===== src/y86_pkg.sv =====
// Package for the Y86-64 execute/memory/writeback unit: codes, widths, helpers.
package y86_pkg;

	localparam int MemBytes = 4096;
	localparam int MemAw = $clog2(MemBytes);
	localparam int RegCount = 15;
	localparam int RegAw = 4;
	localparam logic [3:0] SpIndex = 4'd4;
	localparam logic [RegAw-1:0] RegNone = 4'd15;

	typedef enum logic [1:0] {
		ST_AOK = 2'd0,
		ST_HLT = 2'd1,
		ST_ADR = 2'd2,
		ST_INS = 2'd3
	} status_t;

	typedef enum logic [1:0] {
		K_EXEC  = 2'd0,
		K_WRMEM = 2'd1,
		K_RDMEM = 2'd2,
		K_RDREG = 2'd3
	} kind_t;

	typedef enum logic [3:0] {
		I_HALT = 4'd0, I_NOP = 4'd1, I_CMOV = 4'd2, I_IRMOV = 4'd3,
		I_RMMOV = 4'd4, I_MRMOV = 4'd5, I_OP = 4'd6, I_JXX = 4'd7,
		I_CALL = 4'd8, I_RET = 4'd9, I_PUSH = 4'd10, I_POP = 4'd11,
		I_BAD12 = 4'd12, I_BAD13 = 4'd13, I_TRAP = 4'd14, I_BAD15 = 4'd15
	} icode_t;

	localparam logic [3:0] AluAdd = 4'd0;
	localparam logic [3:0] AluSub = 4'd1;
	localparam logic [3:0] AluAnd = 4'd2;

	typedef struct packed {
		logic [1:0]  kind;
		logic [3:0]  icode;
		logic [3:0]  ifun;
		logic [3:0]  reg_a;
		logic [3:0]  reg_b;
		logic [63:0] const_word;
		logic [63:0] next_pc;
		logic [11:0] mem_address;
		logic [7:0]  mem_byte;
	} item_t;

	typedef struct packed {
		logic [1:0]  status;
		logic [63:0] pc;
		logic        cond;
		logic [63:0] read_data;
	} result_t;

	function automatic logic eval_cond(input logic [3:0] fn, input logic zf,
			input logic sf, input logic of_f);
		logic lt;
		lt = sf ^ of_f;
		case (fn)
			4'd0: eval_cond = 1'b1;
			4'd1: eval_cond = lt | zf;
			4'd2: eval_cond = lt;
			4'd3: eval_cond = zf;
			4'd4: eval_cond = ~zf;
			4'd5: eval_cond = ~lt;
			4'd6: eval_cond = ~lt & ~zf;
			default: eval_cond = 1'b0;
		endcase
	endfunction

	// 8-byte access fits when a <= MemBytes-8
	function automatic logic addr_ok(input logic [63:0] a);
		addr_ok = a <= 64'(MemBytes - 8);
	endfunction

endpackage


===== src/y86_regfile.sv =====
// Register file: 15 x 64-bit synchronous memory, one read port, one write port.
module y86_regfile (
	input  logic                     clk,
	input  logic                     arst_n,
	input  logic [y86_pkg::RegAw-1:0] raddr,
	output logic [63:0]              rdata,
	input  logic                     we,
	input  logic [y86_pkg::RegAw-1:0] waddr,
	input  logic [63:0]              wdata
);
	import y86_pkg::*;

	logic [63:0] mem [RegCount];
	logic [RegCount-1:0] valid_q;
	logic [63:0] rdata_q;
	logic rvalid_q;

	// registers read as zero until first written after reset
	always_ff @(posedge clk or negedge arst_n) begin
		if (!arst_n) begin
			valid_q <= '0;
			rvalid_q <= 1'b0;
		end else begin
			if (we && waddr != RegNone) valid_q[waddr] <= 1'b1;
			rvalid_q <= (raddr != RegNone) && valid_q[raddr];
		end
	end

	always_ff @(posedge clk) begin
		if (we && waddr != RegNone) mem[waddr] <= wdata;
		rdata_q <= mem[(raddr == RegNone) ? '0 : raddr];
	end

	assign rdata = rvalid_q ? rdata_q : 64'd0;
endmodule


===== config.mk =====
export PLATFORM = sky130hd
export DESIGN_NAME = y86_regfile
export DESIGN_NICKNAME = d
export VERILOG_FILES = /design/src/y86_pkg.sv /design/src/y86_regfile.sv
export SDC_FILE = /design/constraint.sdc
export NUM_CORES = 1
export LEC_CHECK = 0
export BUFFER_PORTS_ARGS = -buffer_cell sky130_fd_sc_hd__buf_2
export CORE_MARGIN = 2
export CORE_UTILIZATION = 50
export CTS_CLUSTER_DIAMETER = 120
export CTS_CLUSTER_SIZE = 40
export DETAILED_ROUTE_END_ITERATION = 16
export PLACE_DENSITY_LB_ADDON = 0.05
export SETUP_SLACK_MARGIN = 0.1
export SLEW_MARGIN = 20
export SYNTH_ARGS = -nofsm -noshare
export SYNTH_HDL_FRONTEND = slang
export SYNTH_SLANG_ARGS = --single-unit

===== constraint.sdc =====
create_clock -name clk -period 2 [get_ports clk]
set_clock_uncertainty 0.2 [all_clocks]
set_input_delay 0.2 -clock clk [delete_from_list [all_inputs] [get_ports clk]]
set_output_delay 0.2 -clock clk [all_outputs]
set_load 0.05 [all_outputs]

==> implementation parameters, run 1 <==
Parameter                              Value

Run status
  Status    finished, violations left
  Violations in the final reports    setup timing

Routing
  DR iter-0 viols    2146
  Residual DRC count    0
  Via total after detailed routing    23000
  Total length of routed wires    101000 µm
  Post-route ant nets    0
  Mean routed wirelength per cell    26.5 µm
  First drt pass iteration count    5
  Per-cell via count in the routed design    6.07

Worst setup path
  Crit Path Category    flop to output port
  Worst Path Required    1.60 ns
  Crit Path Max Fanout    18
  R2R Setup Slk    0.44 ns
  Number of cells traversed by the worst register-to-register path    4
  Capturing element type of the critical path    output port
  Critical Path Sink    rdata[46]
  Worst setup SP type    flop
  R2r startpoint    mem[11][23]
  CP Data Arrival Time    1.81 ns
  Launch point of the worst path    rvalid_q
  Worst R2R End    rdata_q[23]

Min path
  Hold Crit Start    we
  Worst hold path stage count    5
  HP Class    input pin to flop

Power and ir drop
  Cell-internal power    29.7 mW
  Leakage dissipation    15.4 nW
  Portion of total power attributed to sequential cells    0.632
  Switching Share    0.234
  Peak VDD IR    0.727 mV
  Overall power of the completed layout    38.8 mW
  Clock power share    0.246
  Pwr Density    820 nW/µm²
  Net switching power of the design    9.09 mW
  Share of total power in combinational logic    0.122

STA
  Count of endpoints failing hold in the final timing report    0
  Ratio of final minimum period to clock period    1.11
  Worst relative slew slack    0.517
  Clock period minus final worst setup slack    2.21 ns
  RSZ-0062 raised after global routing    true
  Number of max-slew violations in the final report    0
  Setup violators final    64
  Fmax    452 MHz
  Actual transition at the worst max-transition pin    0.722 ns
  Setup slack after layout    -0.211 ns

Finish
  Layout overhead on the synthesized area    15.4%
  Count of placed standard cells in the final layout, fillers left out    3798
  Fraction of layout cells with a size suffix above 1    0.223
  Nets    2777
  Final cell utilization of the core    0.580
  Finished layout cell area    47300 µm²

Clock network
  Clock tree sinks    1040
  TritonCTS clock tree    done
  Worst skew pair latency    0.67 ns
  H-tree levels    1
  Buffer cell driving the clock tree root    clkbuf_16
  Buffers from clock root to sink, at most    3
  TritonCTS buffer count    30
  Clk slew on worst S/H paths    0.14 ns

Floorplan
  I/O Pins    139
  Initial core utilization    0.503
  Core area    81600 µm²
  Chip width    290 µm
  Die Outline Area    84300 µm²
  Row Count    105
  Height of the chip    290 µm

Placement
  Routability Congestion    0.779
  Dpl cell area    44900 µm²
  Port-buffer cells    138
  Placed cell count    3660
  DP HPWL    59800 µm

GRT
  GRT overflow    0
  First-pass GRT wire length    150000 µm
  Combined global-route utilization of all metal layers    0.234
  Maximum number of pins on one net before global-route repair    58
  Initial antenna violation count    4
  Via count of the first global-routing pass    23200

Yosys
  Average cell area after synthesis    16.8 µm²
  Post-synth ARST share    0.0154
  Number of enable-type register cells in the synthesized netlist    960
  Cell area after synthesis    41000 µm²
  Sequential fraction of the synthesis area    0.744
  Number of different library cells in the post-synthesis netlist    54
  Count of yosys warnings during synthesis    0
  Number of cells produced by synthesis    2435
  Main flop type after synthesis    edfxtp_1
  Number of synthesized register bits    1040
  Net count after synthesis    2510

Flow run
  Max-cap violations    0
-- flip-flops by register name, summed over array words and instances, names as in the netlist --
| name | count |
|---|---|
| mem | 960 |
| rvalid_q | 1 |
| valid_q | 15 |
| rdata_q | 64 |
-- layer usage --
metal	routed length (µm)	share of wire	vias up	track usage
li1	-	-	10200	-
met1	44500	0.44	12100	0.338
met2	50400	0.50	614	0.401
met3	4590	0.045	85	0.0190
met4	1210	0.012	8	0.0361
met5	44	0.00044	-	0
-- layout make-up --
type | count | area (µm²)
antenna | 2 | 5.00
clock buffer | 52 | 865
clock inverter | 4 | 120
fill | 6228 | 34300
inverter | 2 | 12.5
multi-input combinational | 1200 | 9760
sequential | 1040 | 30500
tap | 1070 | 1340
timing repair buffer | 428 | 4720
-- timing repair --
item / in CTS / in global routing
buffers inserted: 2 / 1
pin swaps: 0 / 1
gates resized for setup: 175 / 18
setup endpoints to repair: 64 / 81
gates cloned: 0 / 3
hold buffers: 74 / 0
endpoints found under the hold margin: 1004 / 0
-- how the worst min path moves through the flow --
| stage | end | slack (ns) |
|---|---|---|
| floorplan | rvalid_q | -0.30 |
| global placement | valid_q[2] | -0.08 |
| detailed placement | valid_q[0] | -0.06 |
| CTS | mem[12][61] | 0.06 |
| global route | mem[12][61] | 0.08 |
| finish | mem[12][61] | 0.1 |
-- stage by stage --
stage | setup slack [ns] | setup TNS, ns | hold WS [ns]
floorplan | -0.878 | -473.87 | -0.296
global placement | -0.0111 | -0.0213 | -0.0769
detailed placement | -0.0307 | -0.0667 | -0.0647
CTS | -0.246 | -14.10 | 0.0640
global route | -0.267 | -15.00 | 0.0791
finish | -0.211 | -11.84 | 0.0974
-- worst max-delay path: stages (launching register included) --
cell and delay, ns:
dfrtp_4 0.52, buf_12 0.16, buf_12 0.15, and2_1 0.15, buf_6 0.15
-- Yosys cell counts (2+ instances only) --
master,number,share of area
nor2b_1,32,0.0049
nor3b_1,30,0.0055
mux2_2,30,0.0082
nor2_1,48,0.0044
and2_1,65,0.0099
o221ai_1,61,0.013
o21a_1,30,0.0055
buf_4,17,0.0031
a21o_1,3,0.00055
nand3b_1,35,0.0064
and3_1,33,0.0050
dfrtp_1,16,0.0098
a31o_1,21,0.0045
clkbuf_1,79,0.0072
nand4_1,34,0.0052
or2_2,16,0.0024
buf_8,2,0.00073
a31oi_1,30,0.0046
o21ai_0,138,0.017
nand2b_1,38,0.0058
nor3_1,4,0.00049
mux2i_1,71,0.017
a221oi_1,33,0.0070
buf_2,80,0.0098
edfxtp_1,960,0.70
a21oi_1,32,0.0039
o22ai_1,32,0.0049
mux4_2,95,0.052
dfxtp_1,64,0.031
buf_1,2,0.00018
o2bb2ai_1,31,0.0066
a21boi_0,4,0.00073
buf_6,13,0.0036
nand2_1,101,0.0092
a32oi_1,2,0.00043
a311oi_1,31,0.0066
o32ai_1,2,0.00043
a31o_2,9,0.0019
and4_1,2,0.00043
nand3_1,64,0.0078
a22o_1,2,0.00043
o211ai_1,31,0.0057
-- layout by cell type (no fill, tap or decap), types with 31 or more instances in the layout --
master / synthesis / routed
and3_1: 33 / 32
dfxtp_1: 64 / 64
a21oi_1: 32 / 32
edfxtp_1: 960 / 960
buf_4: 17 / 118
mux4_2: 95 / 95
o2bb2ai_1: 31 / 31
and2_4: 0 / 42
nand4_1: 34 / 34
o211ai_1: 31 / 31
nand3_1: 64 / 63
o21ai_0: 138 / 138
buf_12: 0 / 88
mux2i_1: 71 / 71
o221ai_1: 61 / 61
nor2_1: 48 / 37
o22ai_1: 32 / 32
clkbuf_16: 0 / 34
dlygate4sd3_1: 0 / 73
buf_6: 13 / 67
nand3b_1: 35 / 35
nor2b_1: 32 / 32
a221oi_1: 33 / 33
nand2_1: 101 / 101
buf_2: 80 / 70
nand2b_1: 38 / 36
-- power by group through the flow --
stage	registers (mW)	logic (mW)	clock network, mW
finish	24.6	4.73	9.54
global route	24.6	5.03	10.5
CTS	24.6	4.71	9.78
detailed placement	25.1	4.13	0
global placement	25.1	4.06	0
floorplan	25.0	2.54	0
-- cell families (layout without fill, tap and decap cells) --
kind of cell | Yosys count | after routing | share of synthesized area
mux | 196 | 196 | 0.0777
flops | 1040 | 1040 | 0.744
other cells | 0 | 2 | 0
simple gates | 505 | 505 | 0.0682
compound gates | 499 | 499 | 0.0852
buf+inv | 195 | 486 | 0.0248
No activity file was read; power rests on OpenSTA's default activity.
==> run 2, diff against run 1 <==
--- a/config.mk
+++ b/config.mk
@@ -12,7 +12,7 @@
 export CTS_CLUSTER_SIZE = 40
 export DETAILED_ROUTE_END_ITERATION = 16
 export PLACE_DENSITY_LB_ADDON = 0.05
-export SETUP_SLACK_MARGIN = 0.1
+export SETUP_SLACK_MARGIN = 0.2
 export SLEW_MARGIN = 20
 export SYNTH_ARGS = -nofsm -noshare
 export SYNTH_HDL_FRONTEND = slang
==> constraint.sdc (replaced) <==
create_clock -name clk -period 2.8 [get_ports clk]
set_clock_uncertainty 0.2 [all_clocks]
set_input_delay 0.28 -clock clk [delete_from_list [all_inputs] [get_ports clk]]
set_output_delay 0.28 -clock clk [all_outputs]
set_load 0.05 [all_outputs]
==> run 2 against run 1 <==
Against the previous run:
- the flow now finishes without violations
- via count is 3.2% lower
- wire length is 4.6% lower
- register-to-register slack better by 0.66 ns
- combinational power is 41% lower
- worst setup slack better by 0.54 ns
- design area is 4.4% lower
- clock power is 30% lower
- critical path type is now input pin to flop
- critical endpoint is now mem[2][24]
==> implementation parameters, run 2 (synthesis gave the netlist of run 1 again) <==
Parameter                              Value

STA
  Fmax    405 MHz
  Total negative slack    0 ns (was -11.84 ns)
  RSZ-0062 raised after global routing    false (was true)
  Worst relative slew slack    0.504 (was 0.517)
  Count of endpoints failing hold in the final timing report    0 (unchanged)
  Ratio of final minimum period to clock period    0.882
  Number of max-slew violations in the final report    0 (unchanged)
  Setup violators final    0 (was 64)
  Clock period minus final worst setup slack    2.47 ns
  Actual transition at the worst max-transition pin    0.741 ns (was 0.722 ns)

Placement
  Placed cell count    3555 (was 3660)
  DP HPWL    53000 µm (was 59800 µm)
  Routability Congestion    0.747 (was 0.779)
  Port-buffer cells    138 (unchanged)

Routing
  Mean routed wirelength per cell    26.1 µm (was 26.5 µm)
  Total length of routed wires    96200 µm (was 101000 µm)
  DR iter-0 viols    1874 (was 2146)
  Residual DRC count    0 (unchanged)
  Post-route ant nets    0 (unchanged)
  Per-cell via count in the routed design    6.05 (was 6.07)
  First drt pass iteration count    5 (unchanged)
  Via total after detailed routing    22300 (was 23000)

Finish
  Nets    2668 (was 2777)
  Fraction of layout cells with a size suffix above 1    0.175 (was 0.223)
  Largest register FFs    960 (unchanged)
  Count of placed standard cells in the final layout, fillers left out    3687 (was 3798)
  Final cell utilization of the core    0.555 (was 0.580)
  Largest registers    mem x960, rdata_q x64, valid_q x15 (unchanged)
  Most frequent cells in the layout    edfxtp_1, o21ai_0, buf_2 (was edfxtp_1, o21ai_0, buf_4)
  Count of fill cells added during filler insertion    6382 (was 6228)
  Layout overhead on the synthesized area    10.4% (was 15.4%)
  Register Area    30500 µm² (unchanged)
  Total area of multi-input combinational cells    9630 µm² (was 9760 µm²)
  Most common library cell in the layout ignoring fill and taps    edfxtp_1 (unchanged)
  Antenna diode count    0 (was 2)
  Largest Register    mem (unchanged)

Floorplan
  Die Outline Area    84300 µm² (unchanged)
  Height of the chip    290 µm (unchanged)
  Initial core utilization    0.503 (unchanged)
  Chip width    290 µm (unchanged)
  Core area    81600 µm² (unchanged)
  Row Count    105 (unchanged)
  I/O Pins    139 (unchanged)

Run status
  Status    complete, no violations (was finished, violations left)

Worst setup path
  Max stage delay cell, worst path    dlygate4sd3_1 (was dfrtp_4)
  Cell repeated most along the worst path    dlygate4sd3_1 (was buf_12)
  Series of cell instances along the critical path    dlygate4sd3_1, buf_2, or3b_4, dlygate4sd3_1, nor2_4, buf_4 (was buf_12, buf_12, and2_1, buf_6)
  Worst Path Required    2.96 ns (was 1.60 ns)
  Worst setup SP type    input pin (was flop)
  Crit Path Max Fanout    16 (was 18)
  CP Data Arrival Time    2.63 ns (was 1.81 ns)
  Worst path max stage delay    0.66 ns (was 0.52 ns)
  Capturing element type of the critical path    flop (was output port)
  Crit Path Category    input pin to flop (was flop to output port)

Clock network
  Clk slew on worst S/H paths    0.14 ns (about the same)
  Buffers from clock root to sink, at most    3 (unchanged)
  Clock tree sinks    1040 (unchanged)
  H-tree levels    1 (unchanged)
  Worst skew pair latency    0.68 ns (was 0.67 ns)
  Buffer cell driving the clock tree root    clkbuf_16 (unchanged)
  TritonCTS clock tree    done (unchanged)
  TritonCTS buffer count    31 (was 30)

GRT
  Fraction of met1 tracks used by global routing    0.318 (was 0.338)
  Maximum number of pins on one net before global-route repair    67 (was 58)
  Most used routing layer    met2 (unchanged)
  Via count of the first global-routing pass    22500 (was 23200)
  GRT overflow    0 (unchanged)
  Combined global-route utilization of all metal layers    0.226 (was 0.234)
  First-pass GRT wire length    144000 µm (was 150000 µm)
  Global-route track usage on met2    0.386 (was 0.401)
  Global-route track usage on met3    0.0190 (about the same)
  Initial antenna violation count    3 (was 4)

Power and ir drop
  Pwr Density    598 nW/µm² (was 820 nW/µm²)
  Leakage dissipation    14.5 nW (was 15.4 nW)
  Peak VDD IR    0.486 mV (was 0.727 mV)

Flow run
  Max-cap violations    0 (unchanged)

Min path
  HP Class    input pin to flop (unchanged)
-- run 2: cell count changes in the layout (fill, tap and decap cells not counted), sizes merged, moves of 2 or more --
cell / previous run / this run
buf: 350 / 245
clkbuf: 56 / 50
bufinv: 3 / 0
clkinv: 1 / 4
inv: 2 / 5
diode: 2 / 0
-- run 2: area by class of cell --
type                       count  area share
tap                         1070      0.0296
multi-input combinational   1200       0.213
timing repair buffer         318      0.0616
inverter                       2    0.000276
sequential                  1040       0.674
clock inverter                 7     0.00205
clock buffer                  50      0.0197
-- run 2: repair_timing --
action                                  CTS  global route
hold endpoints to repair                983             0
gates resized for setup                   1             0
hold buffers                             73             0
endpoints found under the setup margin   52             0
buffers inserted                          2             0
-- run 2: worst paths after layout --
check | to | startpoint | slack (ns) | depth (start not counted)
worst max register to register | rdata_q[62] | mem[6][62] | 1.10 | 4
worst max-delay path | mem[2][24] | waddr[2] | 0.33 | 6
max in group asynchronous | rvalid_q | arst_n | 1.27 | 3
worst min register to register | valid_q[10] | valid_q[10] | 0.28 | 1
worst min-delay path | mem[14][60] | waddr[3] | 0.06 | 4
min in group asynchronous | rvalid_q | arst_n | 0.60 | 3
-- run 2: layer usage --
metal / up-vias / part of all wire
met5: - / 0.00028
met4: 4 / 0.022
met3: 102 / 0.046
met2: 597 / 0.50
met1: 11600 / 0.43
li1: 10000 / -
-- run 2: where the power goes --
group	switching (mW)	total [mW]	internal, mW
clock network	4.43	6.72	2.29
registers	0.154	17.5	17.4
logic	1.84	2.81	0.967
total	6.43	27.1	20.6
-- run 2: through the flow --
| step | setup WS (ns) | total power, mW | hold slack [ns] | area (µm²) |
|---|---|---|---|---|
| finish | 0.330 | 27.1 | 0.0624 | 45300 |
| global route | 0.288 | 28.0 | 0.0618 | 45300 |
| CTS | 0.291 | 27.3 | 0.0435 | 45300 |
| detailed placement | 0.460 | 20.6 | 0.0141 | 43500 |
| global placement | 0.448 | 20.6 | 0.00919 | 43500 |
| floorplan | -0.223 | 19.6 | -0.216 | 41100 |
-- run 2: critical path, delay by kind of cell --
| family | cells | cell delay [ns] |
|---|---|---|
| and+or+nand+nor | 2 | 0.63 |
| buffers and inverters | 4 | 1.69 |
==> run 3, diff against run 2 <==
--- a/config.mk
+++ b/config.mk
@@ -11,7 +11,7 @@
 export CTS_CLUSTER_DIAMETER = 120
 export CTS_CLUSTER_SIZE = 40
 export DETAILED_ROUTE_END_ITERATION = 16
-export PLACE_DENSITY_LB_ADDON = 0.05
+export PLACE_DENSITY = 0.74
 export SETUP_SLACK_MARGIN = 0.2
 export SLEW_MARGIN = 20
 export SYNTH_ARGS = -nofsm -noshare
==> run 3 against run 2 <==
Against the previous run:
- design area shrank 0.13%
- non-clock buffer count shrank 7
- sequential cell count is the same
- sequential share of layout area grew 0.082 points
- critical path depth grew 2
- die area is the same
- worst hold slack is essentially flat
- via count grew 1.6%
- critical path type unchanged
- critical endpoint is now rvalid_q
- largest cell class unchanged
==> implementation parameters, run 3 (synthesis gave the netlist of run 1 again) <==
Parameter                              Value

Run status
  Status    complete, no violations (unchanged)

STA
  Ratio of final minimum period to clock period    0.880 (was 0.882)
  RSZ-0062 raised after global routing    false (unchanged)
  Clock period minus final worst setup slack    2.46 ns (was 2.47 ns)
  Worst relative slew slack    0.514 (was 0.504)
  Setup violators final    0 (unchanged)
  Actual transition at the worst max-transition pin    0.727 ns (was 0.741 ns)
  Count of endpoints failing hold in the final timing report    0 (unchanged)
  Number of max-slew violations in the final report    0 (unchanged)
  WHS    0.0626 ns (was 0.0624 ns)
  Fmax    406 MHz (was 405 MHz)

Clock network
  Clock tree sinks    1040 (unchanged)
  Clk slew on worst S/H paths    0.13 ns (was 0.14 ns)
  TritonCTS buffer count    31 (unchanged)
  Worst skew pair latency    0.69 ns (was 0.68 ns)
  Buffers from clock root to sink, at most    3 (unchanged)
  H-tree levels    1 (unchanged)
  TritonCTS clock tree    done (unchanged)
  Buffer cell driving the clock tree root    clkbuf_16 (unchanged)

Finish
  Count of placed standard cells in the final layout, fillers left out    3684 (was 3687)
  Fraction of layout cells with a size suffix above 1    0.172 (was 0.175)
  Most common library cell in the layout ignoring fill and taps    edfxtp_1 (unchanged)
  Layout overhead on the synthesized area    10.2% (was 10.4%)
  Register Area    30500 µm² (about the same)
  Largest registers    mem x960, rdata_q x64, valid_q x15 (unchanged)
  Largest Register    mem (unchanged)
  Total area of multi-input combinational cells    9630 µm² (about the same)
  Count of fill cells added during filler insertion    6121 (was 6382)
  Most frequent cells in the layout    edfxtp_1, o21ai_0, buf_2 (unchanged)
  Nets    2661 (was 2668)
  Largest register FFs    960 (unchanged)

Routing
  DR iter-0 viols    2323 (was 1874)
  Via total after detailed routing    22700 (was 22300)
  Residual DRC count    0 (unchanged)
  Per-cell via count in the routed design    6.15 (was 6.05)
  Post-route ant nets    0 (unchanged)
  Mean routed wirelength per cell    24.4 µm (was 26.1 µm)
  First drt pass iteration count    5 (unchanged)
  Total length of routed wires    89900 µm (was 96200 µm)

Floorplan
  Chip width    290 µm (unchanged)
  Height of the chip    290 µm (unchanged)
  Row Count    105 (unchanged)
  Initial core utilization    0.503 (unchanged)
  Core area    81600 µm² (unchanged)
  Die Outline Area    84300 µm² (unchanged)
  I/O Pins    139 (unchanged)

Placement
  Routability Congestion    0.766 (was 0.747)
  Placed cell count    3551 (was 3555)
  DP HPWL    52900 µm (was 53000 µm)
  Port-buffer cells    138 (unchanged)

GRT
  Combined global-route utilization of all metal layers    0.209 (was 0.226)
  Initial antenna violation count    6 (was 3)
  GRT overflow    0 (unchanged)
  Via count of the first global-routing pass    22800 (was 22500)
  First-pass GRT wire length    137000 µm (was 144000 µm)
  Maximum number of pins on one net before global-route repair    92 (was 67)

Worst setup path
  CP Data Arrival Time    2.84 ns (was 2.63 ns)
  Crit Path Max Fanout    36 (was 16)
  Launch point of the worst path    raddr[1] (was waddr[2])
  Capturing element type of the critical path    flop (unchanged)
  Crit Path Category    input pin to flop (unchanged)
  Worst setup SP type    input pin (unchanged)
  Worst Path Required    3.18 ns (was 2.96 ns)
  R2r startpoint    valid_q[3] (was mem[6][62])

Min path
  Hold Crit Start    raddr[0] (was waddr[3])
  HP Class    input pin to flop (unchanged)

Power and ir drop
  Leakage dissipation    14.4 nW (was 14.5 nW)
  Overall power of the completed layout    26.8 mW (was 27.1 mW)
  Pwr Density    593 nW/µm² (was 598 nW/µm²)
  Peak VDD IR    0.518 mV (was 0.486 mV)

Flow run
  Max-cap violations    0 (unchanged)
==> run 3: cell types whose count changed in the layout (fill, tap and decap cells not counted), sizes merged <==
cell | previous run | this run
buf | 245 | 239
clkbuf | 50 | 53
diode | 0 | 3
clkinv | 4 | 2
dlygate4sd3 | 73 | 72
==> run 3: area by class of cell <==
| type | count | share of cell area |
|---|---|---|
| clock buffers | 53 | 0.0190 |
| repair buffers | 311 | 0.0610 |
| multi-input cells | 1200 | 0.213 |
| flip-flops and latches | 1040 | 0.675 |
| clock inverters | 5 | 0.00208 |
| inverters | 2 | 0.000277 |
| diodes | 3 | 0.000166 |
| well taps | 1070 | 0.0296 |
==> run 3: per-stage QoR <==
| step | setup TNS [ns] | util | cell area [µm²] | setup slack (ns) |
|---|---|---|---|---|
| after floorplan | -64.03 | - | 41100 | -0.223 |
| after global placement | 0 | 0.533 | 43500 | 0.394 |
| after detailed placement | 0 | 0.533 | 43500 | 0.296 |
| after CTS | 0 | 0.554 | 45200 | 0.283 |
| after global routing | 0 | 0.554 | 45200 | 0.224 |
| final | 0 | 0.554 | 45200 | 0.336 |
==> run 3: worst paths after layout <==
kind / slack [ns] / depth (start not counted) / end
min reg2reg: 0.29 / 1 / valid_q[1]
max reg2reg: 0.76 / 4 / rvalid_q
min in group asynchronous: 0.60 / 3 / valid_q[10]
max in group asynchronous: 1.30 / 3 / rvalid_q
min: 0.06 / 4 / rdata_q[60]
max: 0.34 / 8 / rvalid_q
==> run 3: worst max-delay path, stage by stage <==
cell	delay [ns]
dlygate4sd3_1	0.56
buf_8	0.29
buf_6	0.24
buf_4	0.23
mux4_2	0.32
mux2i_1	0.20
o22ai_1	0.11
dlygate4sd3_1	0.58
==> run 3: power by group <==
group | switching [mW] | total, mW | internal, mW
Sequential | 0.155 | 17.5 | 17.4
Combinational | 1.83 | 2.78 | 0.952
Clock | 4.30 | 6.50 | 2.20
==> run 3: metal layers <==
layer / vias up / wire length, µm / track usage
met5: - / 29 / 0
met4: 4 / 1980 / 0.0517
met3: 123 / 5740 / 0.0187
met2: 863 / 45600 / 0.361
met1: 11700 / 36600 / 0.290
li1: 10000 / - / -
==> run 3: repair_timing <==
action / CTS / global route
hold endpoints to repair: 988 / 0
hold buffers: 72 / 0
resized for setup: 0 / 1
buffers inserted: 0 / 0
setup endpoints to repair: 0 / 1
